`src/hdl/ewc_pkg.sv`:
```
// ----------------------------------------------------------------------------
// ewc_pkg: shared types and constants for the energy-weighted centroid block
// Field widths, word layouts, axis codes and the control word between the
// sequencer and the accumulator.
// ----------------------------------------------------------------------------
package ewc_pkg;

  localparam int ENERGY_BITS   = 20;
  localparam int POSITION_BITS = 16;
  localparam int SUM_BITS      = 24;

  // Weighted sums: full-scale total times full-scale position, plus sign
  localparam int WSUM_BITS = SUM_BITS + POSITION_BITS + 1;
  // Common width for comparing a hit energy against the remaining room
  localparam int EXT_BITS  = (ENERGY_BITS > SUM_BITS) ? ENERGY_BITS : SUM_BITS;

  localparam logic [SUM_BITS-1:0] SUM_MAX = '1;

  typedef enum logic [1:0] {
    AXIS_X = 2'd0,
    AXIS_Y = 2'd1,
    AXIS_Z = 2'd2
  } axis_t;

  typedef struct packed {
    logic                            start_cluster;
    logic [ENERGY_BITS-1:0]          energy;
    logic signed [POSITION_BITS-1:0] pos_x;
    logic signed [POSITION_BITS-1:0] pos_y;
    logic signed [POSITION_BITS-1:0] pos_z;
  } in_t;

  typedef struct packed {
    logic [SUM_BITS-1:0]             total_energy;
    logic signed [POSITION_BITS-1:0] centroid_x;
    logic signed [POSITION_BITS-1:0] centroid_y;
    logic signed [POSITION_BITS-1:0] centroid_z;
    logic                            saturated;
  } out_t;

  typedef struct packed {
    logic  load;
    logic  mac;
    axis_t axis;
  } acc_ctrl_t;

endpackage

```
`src/hdl/ewc_div.sv`:
```
// ----------------------------------------------------------------------------
// ewc_div: iterative signed-by-unsigned divider
// Restoring divider, one quotient bit per cycle, truncating toward zero.
// The quotient magnitude is known to fit POSITION_BITS, so only that many
// steps are run. A zero divisor gives a zero quotient.
// ----------------------------------------------------------------------------
module ewc_div (
  input  logic                                     clk,
  input  logic                                     rst,
  input  logic                                     start,
  input  logic signed [ewc_pkg::WSUM_BITS-1:0]     dividend,
  input  logic [ewc_pkg::SUM_BITS-1:0]             divisor,
  output logic                                     done,
  output logic signed [ewc_pkg::POSITION_BITS-1:0] quotient
);
  import ewc_pkg::*;

  localparam int COUNT_BITS = $clog2(POSITION_BITS + 1);

  logic                     busy;
  logic [COUNT_BITS-1:0]    count;
  logic [SUM_BITS-1:0]      rem;
  logic [SUM_BITS-1:0]      divisor_r;
  logic [POSITION_BITS-1:0] qbits;
  logic                     neg;

  logic [WSUM_BITS-1:0]     mag_in;
  logic [SUM_BITS:0]        trial;
  logic                     fits;
  logic [SUM_BITS:0]        rem_step;
  logic [POSITION_BITS-1:0] q_step;

  assign mag_in   = dividend[WSUM_BITS-1] ? WSUM_BITS'(-dividend) : WSUM_BITS'(dividend);
  assign trial    = {rem, qbits[POSITION_BITS-1]};
  assign fits     = trial >= {1'b0, divisor_r};
  assign rem_step = fits ? (trial - {1'b0, divisor_r}) : trial;
  assign q_step   = {qbits[POSITION_BITS-2:0], fits};

  always_ff @(posedge clk) begin
    if (rst) begin
      busy <= 1'b0;
      done <= 1'b0;
      count <= '0;
    end else begin
      done <= 1'b0;
      if (start) begin
        if (divisor == '0) begin
          done     <= 1'b1;
          quotient <= '0;
        end else begin
          busy      <= 1'b1;
          count     <= COUNT_BITS'(POSITION_BITS);
          neg       <= dividend[WSUM_BITS-1];
          divisor_r <= divisor;
          // high part is already below the divisor
          rem       <= mag_in[WSUM_BITS-2:POSITION_BITS];
          qbits     <= mag_in[POSITION_BITS-1:0];
        end
      end else if (busy) begin
        rem   <= rem_step[SUM_BITS-1:0];
        qbits <= q_step;
        count <= count - COUNT_BITS'(1);
        if (count == COUNT_BITS'(1)) begin
          busy     <= 1'b0;
          done     <= 1'b1;
          quotient <= neg ? $signed(-q_step) : $signed(q_step);
        end
      end
    end
  end

endmodule

```
`src/hdl/ewc_acc.sv`:
```
// ----------------------------------------------------------------------------
// ewc_acc: energy and weighted position accumulators
// Clips the hit energy to the room left below full scale, keeps the total and
// the saturation flag, and adds energy*position per axis through one shared
// multiplier with a registered product.
// ----------------------------------------------------------------------------
module ewc_acc (
  input  logic                                 clk,
  input  logic                                 rst,
  input  ewc_pkg::acc_ctrl_t                   ctrl,
  input  ewc_pkg::in_t                         in_word,
  output logic [ewc_pkg::SUM_BITS-1:0]         energy_sum,
  output logic                                 saturation_flag,
  output logic signed [ewc_pkg::WSUM_BITS-1:0] wsum_x,
  output logic signed [ewc_pkg::WSUM_BITS-1:0] wsum_y,
  output logic signed [ewc_pkg::WSUM_BITS-1:0] wsum_z
);
  import ewc_pkg::*;

  logic [SUM_BITS-1:0]             eff;
  logic signed [POSITION_BITS-1:0] pos_x;
  logic signed [POSITION_BITS-1:0] pos_y;
  logic signed [POSITION_BITS-1:0] pos_z;
  logic signed [WSUM_BITS-1:0]     prod;
  axis_t                           prod_axis;
  logic                            prod_valid;

  logic [SUM_BITS-1:0]             base_energy;
  logic [SUM_BITS-1:0]             room;
  logic [EXT_BITS-1:0]             energy_ext;
  logic                            clip;
  logic [SUM_BITS-1:0]             eff_next;
  logic signed [SUM_BITS:0]        eff_s;
  logic signed [POSITION_BITS-1:0] pos_sel;
  logic signed [WSUM_BITS-1:0]     prod_next;

  assign base_energy = in_word.start_cluster ? '0 : energy_sum;
  assign room        = SUM_MAX - base_energy;
  assign energy_ext  = EXT_BITS'(in_word.energy);
  assign clip        = energy_ext >= EXT_BITS'(room);
  assign eff_next    = clip ? room : energy_ext[SUM_BITS-1:0];

  assign eff_s = {1'b0, eff};

  always_comb begin
    case (ctrl.axis)
      AXIS_X:  pos_sel = pos_x;
      AXIS_Y:  pos_sel = pos_y;
      AXIS_Z:  pos_sel = pos_z;
      default: pos_sel = '0;
    endcase
  end

  assign prod_next = eff_s * pos_sel;

  always_ff @(posedge clk) begin
    if (rst) begin
      energy_sum      <= '0;
      saturation_flag <= 1'b0;
      wsum_x          <= '0;
      wsum_y          <= '0;
      wsum_z          <= '0;
      prod_valid      <= 1'b0;
    end else begin
      prod_valid <= ctrl.mac;
      if (ctrl.load) begin
        energy_sum      <= base_energy + eff_next;
        saturation_flag <= (saturation_flag & ~in_word.start_cluster) | clip;
        if (in_word.start_cluster) begin
          wsum_x <= '0;
          wsum_y <= '0;
          wsum_z <= '0;
        end
      end else if (prod_valid) begin
        case (prod_axis)
          AXIS_X:  wsum_x <= wsum_x + prod;
          AXIS_Y:  wsum_y <= wsum_y + prod;
          AXIS_Z:  wsum_z <= wsum_z + prod;
          default: ;
        endcase
      end
    end
  end

  always_ff @(posedge clk) begin
    if (ctrl.load) begin
      eff   <= eff_next;
      pos_x <= in_word.pos_x;
      pos_y <= in_word.pos_y;
      pos_z <= in_word.pos_z;
    end
    if (ctrl.mac) begin
      prod      <= prod_next;
      prod_axis <= ctrl.axis;
    end
  end

endmodule

```
`src/hdl/energy_weighted_centroid.sv`:
```
// ----------------------------------------------------------------------------
// energy_weighted_centroid: running energy-weighted centroid of one cluster
// Each input word adds a hit (or a merged cluster) to the accumulators and
// yields one output word with the total energy and the x, y, z centroid.
// ----------------------------------------------------------------------------
// Input channel in_valid/in_ready/in_data, output out_valid/out_ready/out_data,
// words move when valid and ready are both high. start_cluster clears the
// accumulators before its own word is added.
// One word passes from acceptance to the output register in these steps: the
// word is taken, three products are formed on the shared multiplier, then
// one divide per axis runs on the shared bit-serial divider (POSITION_BITS
// steps plus start and hand over). With a zero total each divide ends right
// after its start, without running its steps. in_ready is high only while
// the sequencer is idle, so a new word is not taken until the last one has
// passed through the divides and reached the output register.
// The result sits in an output register; the next word is taken while it
// waits. If the receiver still stalls when the next result is ready, the
// sequencer holds that result until the register is free.
// Reset clears the sums, the flag and out_valid; in_ready is high from the
// first cycle after reset. Zero total energy gives a zero centroid.
// ----------------------------------------------------------------------------
module energy_weighted_centroid (
  input  logic          clk,
  input  logic          rst,
  input  logic          in_valid,
  output logic          in_ready,
  input  ewc_pkg::in_t  in_data,
  output logic          out_valid,
  input  logic          out_ready,
  output ewc_pkg::out_t out_data
);
  import ewc_pkg::*;

  typedef enum logic [4:0] {
    ST_IDLE     = 5'b00001,
    ST_MAC      = 5'b00010,
    ST_DIV_GO   = 5'b00100,
    ST_DIV_WAIT = 5'b01000,
    ST_DONE     = 5'b10000
  } state_t;

  state_t state;
  axis_t  axis;
  axis_t  axis_next;

  logic signed [POSITION_BITS-1:0] cent_x;
  logic signed [POSITION_BITS-1:0] cent_y;
  logic signed [POSITION_BITS-1:0] cent_z;

  acc_ctrl_t                   acc_ctrl;
  logic [SUM_BITS-1:0]         energy_sum;
  logic                        saturation_flag;
  logic signed [WSUM_BITS-1:0] wsum_x;
  logic signed [WSUM_BITS-1:0] wsum_y;
  logic signed [WSUM_BITS-1:0] wsum_z;

  logic                            div_start;
  logic signed [WSUM_BITS-1:0]     div_dividend;
  logic                            div_done;
  logic signed [POSITION_BITS-1:0] div_quotient;

  assign in_ready      = (state == ST_IDLE);
  assign acc_ctrl.load = in_valid && in_ready;
  assign acc_ctrl.mac  = (state == ST_MAC);
  assign acc_ctrl.axis = axis;
  assign div_start     = (state == ST_DIV_GO);

  always_comb begin
    case (axis)
      AXIS_X:  axis_next = AXIS_Y;
      AXIS_Y:  axis_next = AXIS_Z;
      default: axis_next = AXIS_X;
    endcase
  end

  always_comb begin
    case (axis)
      AXIS_X:  div_dividend = wsum_x;
      AXIS_Y:  div_dividend = wsum_y;
      AXIS_Z:  div_dividend = wsum_z;
      default: div_dividend = '0;
    endcase
  end

  ewc_acc u_acc (
    .clk             (clk),
    .rst             (rst),
    .ctrl            (acc_ctrl),
    .in_word         (in_data),
    .energy_sum      (energy_sum),
    .saturation_flag (saturation_flag),
    .wsum_x          (wsum_x),
    .wsum_y          (wsum_y),
    .wsum_z          (wsum_z)
  );

  ewc_div u_div (
    .clk      (clk),
    .rst      (rst),
    .start    (div_start),
    .dividend (div_dividend),
    .divisor  (energy_sum),
    .done     (div_done),
    .quotient (div_quotient)
  );

  always_ff @(posedge clk) begin
    if (rst) begin
      state     <= ST_IDLE;
      axis      <= AXIS_X;
      out_valid <= 1'b0;
    end else begin
      if (out_ready && state != ST_DONE) begin
        out_valid <= 1'b0;
      end
      case (state)
        ST_IDLE: begin
          if (in_valid) begin
            axis  <= AXIS_X;
            state <= ST_MAC;
          end
        end
        ST_MAC: begin
          axis <= axis_next;
          if (axis == AXIS_Z) begin
            state <= ST_DIV_GO;
          end
        end
        ST_DIV_GO: begin
          state <= ST_DIV_WAIT;
        end
        ST_DIV_WAIT: begin
          if (div_done) begin
            case (axis)
              AXIS_X:  cent_x <= div_quotient;
              AXIS_Y:  cent_y <= div_quotient;
              default: cent_z <= div_quotient;
            endcase
            axis <= axis_next;
            state <= (axis == AXIS_Z) ? ST_DONE : ST_DIV_GO;
          end
        end
        ST_DONE: begin
          // hold until the output register is free
          if (!out_valid || out_ready) begin
            out_data.total_energy <= energy_sum;
            out_data.centroid_x   <= cent_x;
            out_data.centroid_y   <= cent_y;
            out_data.centroid_z   <= cent_z;
            out_data.saturated    <= saturation_flag;
            out_valid             <= 1'b1;
            state                 <= ST_IDLE;
          end
        end
        default: begin
          state <= ST_IDLE;
        end
      endcase
    end
  end

endmodule
```
`config.mk`:
```
export PLATFORM = sky130hd
export DESIGN_NAME = energy_weighted_centroid
export DESIGN_NICKNAME = d
export VERILOG_FILES = /design/src/hdl/ewc_pkg.sv /design/src/hdl/ewc_div.sv /design/src/hdl/ewc_acc.sv /design/src/hdl/energy_weighted_centroid.sv
export SDC_FILE = /design/constraint.sdc
export NUM_CORES = 2
export LEC_CHECK = 0
export BUFFER_PORTS_ARGS = -buffer_cell sky130_fd_sc_hd__buf_2
export CAP_MARGIN = 30
export CORE_ASPECT_RATIO = 1.5
export CORE_UTILIZATION = 59
export CTS_BUF_LIST = sky130_fd_sc_hd__clkbuf_8
export DETAILED_ROUTE_END_ITERATION = 10
export GPL_TIMING_DRIVEN = 0
export PLACE_DENSITY = 0.87
export RECOVER_POWER = 25
export SLEW_MARGIN = 20
export SYNTH_ARGS = -nofsm -noshare
export SYNTH_HDL_FRONTEND = slang
export SYNTH_HIERARCHICAL = 1
export SYNTH_SLANG_ARGS = --single-unit
```
`constraint.sdc`:
```
create_clock -name clk -period 7.45 [get_ports clk]
set_input_delay 0.3725 -clock clk [delete_from_list [all_inputs] [get_ports clk]]
set_output_delay 0.3725 -clock clk [all_outputs]
set_load 0.05 [all_outputs]
```
# Word-level counts from Yosys, hierarchy flattened
# Index checks and enable logic that the tools add are counted.
# classes
n_addsub,9
mul,1
order_cmp,2
n_eq_ne,18
mux,51
bitwise,6
reduce_logical,28
# ops
cell,n
$mux W41,10
$mux W24,6
$mux W16,8
$add A41 B41 Y41,3
$pmux W41 S3,1
$pmux W16 S3,1
$mul A25 B16 Y41,1
$mux W40,1
$mux W5,8
$neg A40 Y40,1
$ge A25 B24 Y1,1
$pmux W5 S5,1
$add A24 B24 Y24,1
$ge A20 B24 Y1,1
$logic_not A24 Y1,1
$sub A24 B24 Y24,1
$sub A24 B24 Y24 const A,1
$reduce_and A3 Y1,7
$reduce_and A4 Y1,5
$neg A16 Y16,1
$reduce_bool A2 Y1,6
$mux W1,11
$eq A5 B1 Y1 const B,2
$ne A2 B2 Y1 const B,5
other kinds (22),31
# word_totals
register_bits,481
inputBits,73
output_inout_bits,75
elab_cells,146

# Longest topological paths before layout
# logic_depth
word_depth,6
mapped_depth,31
depth_no_buf,27

# Hierarchy
# The synthesis kept the hierarchy.
# by_module_without_submodules
module,n_inst,cells_per_inst,area_each_um2,seq_area_each_um2
ewc_acc,1,3304,29589.6,6436.2
ewc_div,1,633,6005.8,2572.5
energy_weighted_centroid,1,329,4984.8,3793.6

# Least setup slack after synthesis
# OpenSTA, ideal clock, no wires.
# synth_path
path_type,register to register
start,register axis[0]
end,"register u_acc.prod[37], data pin"
arrival_time_ns,7.154
required_ns,7.186
setup_slack_ns,0.032
path_stages_with_launch,29
n_path_buf,3
cell_sequence,dfxtp_1 clkbuf_1 clkbuf_1 mux2i_1 o21ai_1 clkbuf_1 nand2_1 fa_1 inv_1 fa_1 inv_1 fa_1 inv_1 fa_1 fa_1 inv_1 fa_1 inv_1 ha_1 a21o_1 a21o_1 a21oi_1 o211ai_1 a41o_1 a41oi_1 o31a_1 o21bai_1 a21oi_1 xnor2_1
# synth_via
elab_chain_len,3
word_cells_on_any_way,5
# synth_rtl
element,line_no,rtl
from (decl),energy_weighted_centroid.sv:43,axis_t axis;
from (signal assigned),energy_weighted_centroid.sv:124,axis <= axis_next;
from (signal assigned),energy_weighted_centroid.sv:139,axis <= axis_next;
$eq A2 B2 Y1 (tied with other cells),ewc_acc.sv:46,case (ctrl.axis)
$pmux W16 S3 *,ewc_acc.sv:46,
$mul A25 B16 Y41 *,ewc_acc.sv:54,assign prod_next = eff_s * pos_sel;
named net u_acc.prod_next[37],ewc_acc.sv:35,logic signed [WSUM_BITS-1:0] prod_next;
to (signal assigned),ewc_acc.sv:93,prod <= prod_next;
to (decl),ewc_acc.sv:24,logic signed [WSUM_BITS-1:0] prod;
# The timed path passes the listed nets; every way through them passes the cells marked *.
# A chain may end at the register's enable or synchronous reset.

# Worst setup path in the final report
# layout_path
start,register axis[0]
end,"register u_acc.prod[40], data pin"
# The elaborated chain is that of the path after synthesis.

==> impl_metrics.env <==
export IMPL_syn_cell_area_mm2=0.0406
export IMPL_crit_type="flop to flop"
export IMPL_antenna_found_initial=5
export IMPL_dr_wl_met2_um=61600
export IMPL_grt_max_degree=67
export IMPL_clkTransAtPathRegs_ps=60
export IMPL_synth_area_per_cell_um2=9.51
export IMPL_slew_violations=0
export IMPL_die_h_um=323
export IMPL_insertion_delay_ps=720
export IMPL_top_layer_used="met5"
export IMPL_cp_start_kind="flop"
export IMPL_die_area_mm2=0.0699
export IMPL_detailed_place_hpwl_um=96300
export IMPL_fin_skew_ps=43.1
export IMPL_via_count=34000
export IMPL_cts_root_buf="clkbuf_8"
export IMPL_core_area_mm2=0.0679
export IMPL_cts_buffers=77
export IMPL_required_ps=7910
export IMPL_finalSetupViolCount=0
export IMPL_finalNetCount=5315
export IMPL_cts_buffer_depth=3
export IMPL_num_rows=117
export IMPL_drc_errors=0
export IMPL_port_buffers=146
export IMPL_cts_sinks=481
export IMPL_drt_iter0_drc=2735
export IMPL_clock_fmax_mhz=135
export IMPL_critPathCaptureType="flop"
export IMPL_synthCells=4266
export IMPL_yosysSeqAreaShare=0.315
export IMPL_gp_congestion=1.05
export IMPL_fin_crit_ps=7420
export IMPL_hold_viol_final=0
export IMPL_wl_per_cell_um=22.5
export IMPL_yosys_warnings=6
export IMPL_routed_wl_um=125000
export IMPL_ios=148
export IMPL_status="complete, no violations"
export IMPL_grt_pass1_vias=35200
export IMPL_grt_ovfl_total=0
export IMPL_whs_ps=42.0
export IMPL_first_pass_iters=6
export IMPL_die_width_um=216
export IMPL_synthFlopType="edfxtp_1"
export IMPL_worstHoldPathType="input pin to flop"
export IMPL_yosysUniqueCellTypes=95
export IMPL_grtUsageTotal=0.358
export IMPL_crit_arrival_ps=7880
export IMPL_grt_pass1_wl_um=191000
export IMPL_cap_violations=0
export IMPL_utilization=0.672
export IMPL_cts_tree="yes"
export IMPL_wl_met1_um=41900
export IMPL_met3WireLength_um=8510
export IMPL_viasPerCell=6.11
export IMPL_area_delta_synth_final_pct=12.5
export IMPL_synth_edff_count=317
export IMPL_slew_headroom=0.232
export IMPL_drtAntennaViolNets=0
export IMPL_ys_ff_latch=481
export IMPL_h_tree_depth=3
export IMPL_async_flop_share=0
export IMPL_fin_crit_sh=0.996
export IMPL_path_max_fanout=10
export IMPL_tightest_slew_ps=1140
export IMPL_drive_gt1_frac=0.0977
export IMPL_initial_core_util=0.597
## critical path, cell delays in order (launching register included)
cell	delay (ps)
dfxtp_4	510
nor2b_1	90
buf_4	180
buf_8	150
nand2_2	120
o21ai_4	120
clkbuf_4	210
and2_1	180
fa_1	540
inv_1	60
fa_1	490
fa_1	540
inv_1	60
fa_1	600
fa_1	470
fa_1	540
ha_4	330
a21oi_1	180
o21bai_1	80
a21oi_1	190
o21ai_1	130
and3_4	210
o311a_1	400
o21ai_4	220
a21oi_1	120
nand2b_1	190
o211a_1	250
## timing repair
action,CTS,global route
pin swaps,5,12
hold endpoints to repair,48,0
cloned,1,0
setup endpoints to repair,30,14
hold buffers,48,0
setup buffers,16,19
resized for setup,101,76
## registers in the layout, indices dropped and copies added (netlist names), 24 cells and up
register,flops
out_data,73
u_acc/eff,24
u_acc/energy_sum,24
u_acc/prod,41
u_acc/wsum_x,41
u_acc/wsum_y,41
u_acc/wsum_z,41
u_div/divisor_r,24
u_div/rem,24
## synthesized netlist by cell type (all sizes together), types with 7 or more instances
| master | n | area, um2 |
|---|---|---|
| or4 | 11 | 82.6 |
| o31ai | 21 | 158 |
| nor2b | 52 | 325 |
| nand2b | 22 | 145 |
| nor3 | 51 | 255 |
| fa | 311 | 6230 |
| a21o | 134 | 1010 |
| o41ai | 11 | 104 |
| a31o | 8 | 70.1 |
| nand3 | 111 | 566 |
| xor2 | 104 | 911 |
| ha | 326 | 4080 |
| or3 | 20 | 125 |
| a31oi | 30 | 188 |
| o21ai | 163 | 827 |
| nor2 | 239 | 897 |
| clkbuf | 163 | 613 |
| o21a | 24 | 180 |
| buf | 26 | 155 |
| a21oi | 336 | 1690 |
| nor4 | 20 | 138 |
| xnor2 | 125 | 1090 |
| o2111ai | 7 | 61.3 |
| o311ai | 7 | 76.3 |
| and4 | 9 | 78.8 |
| mux2i | 78 | 781 |
| nand4 | 31 | 194 |
| a22o | 46 | 403 |
| o21bai | 24 | 180 |
| and2 | 184 | 1150 |
| nor3b | 10 | 75.1 |
| dfxtp | 164 | 3280 |
| o211ai | 13 | 103 |
| nand2 | 434 | 1640 |
| inv | 451 | 1690 |
| edfxtp | 317 | 9520 |
| or2 | 20 | 125 |
| and3 | 27 | 170 |
| a221oi | 10 | 100 |
| a211oi | 48 | 360 |
## metal layers
layer | global-route usage | up-vias
met2 | 0.634 | 1718
met5 | 0 | -
met3 | 0.0559 | 645
met4 | 0.326 | 4
li1 | - | 15400
met1 | 0.361 | 16200
## path summary, 6_finish.rpt
check,startpoint,to,slack (ps),cells past startpoint
max,axis[0]$_SDFFE_PP0P_,u_acc/prod[40]$_DFFE_PP_,30,26
min,out_ready,out_valid$_SDFF_PP0_,40,4
max reg2reg,axis[0]$_SDFFE_PP0P_,u_acc/prod[40]$_DFFE_PP_,30,26
min reg2reg,cent_z[2]$_DFFE_PP_,out_data[3]$_DFFE_PP_,420,0
## cell usage in the layout (no fill, tap or decap), drive strengths merged, types with 21 or more instances in the layout
cell type    instances
inv                470
nand2              434
a21oi              336
ha                 326
edfxtp             317
fa                 311
clkbuf             254
nor2               239
buf                226
and2               184
dfxtp              164
o21ai              163
a21o               134
xnor2              125
nand3              111
xor2               104
mux2i               78
nor2b               52
nor3                51
dlygate4sd3         48
a211oi              48
a22o                46
nand4               31
a31oi               30
clkinv              29
and3                27
o21a                24
o21bai              24
nand2b              22
o31ai               21
## layout make-up
class                           count  area, um2
Fill cell                        5254      22300
Clock buffer                       82       1130
Sequential cell                   481      12800
Clock inverter                     57        455
Multi-Input combinational cell   3146      25700
Antenna cell                        3       7.51
Timing Repair Buffer              262       1730
Buffer                            185        976
Inverter                          452       1700
Tap cell                          892       1120
## logic make-up after synthesis
family,count (synthesis),share of synthesized area
AND/OR/NAND/NOR,1260,0.152
flip-flops,481,0.315
adder cells (fa/ha/maj),637,0.254
XOR/XNOR,229,0.0494
multiplexers,81,0.0202
buffers and inverters,642,0.0610
AO/OA/AOI/OAI,935,0.148
other,1,0.0000924
## through the flow
step / std cells / worst slack [ps] / setup TNS (ps) / instance area [um2]
after floorplan: 4269 / 31.6 / 0 / 40600
after global placement: 5307 / -2290 / -104360 / 42400
after detailed placement: 5337 / -2020 / -40540 / 42800
after CTS: 5538 / 1.83 / 0 / 45300
after global routing: 5559 / -46.8 / -92.5 / 45600
final: 5560 / 27.5 / 0 / 45600
Power is not shown: default switching activity piles up to over one toggle a cycle in this logic, so the estimate is an artifact.
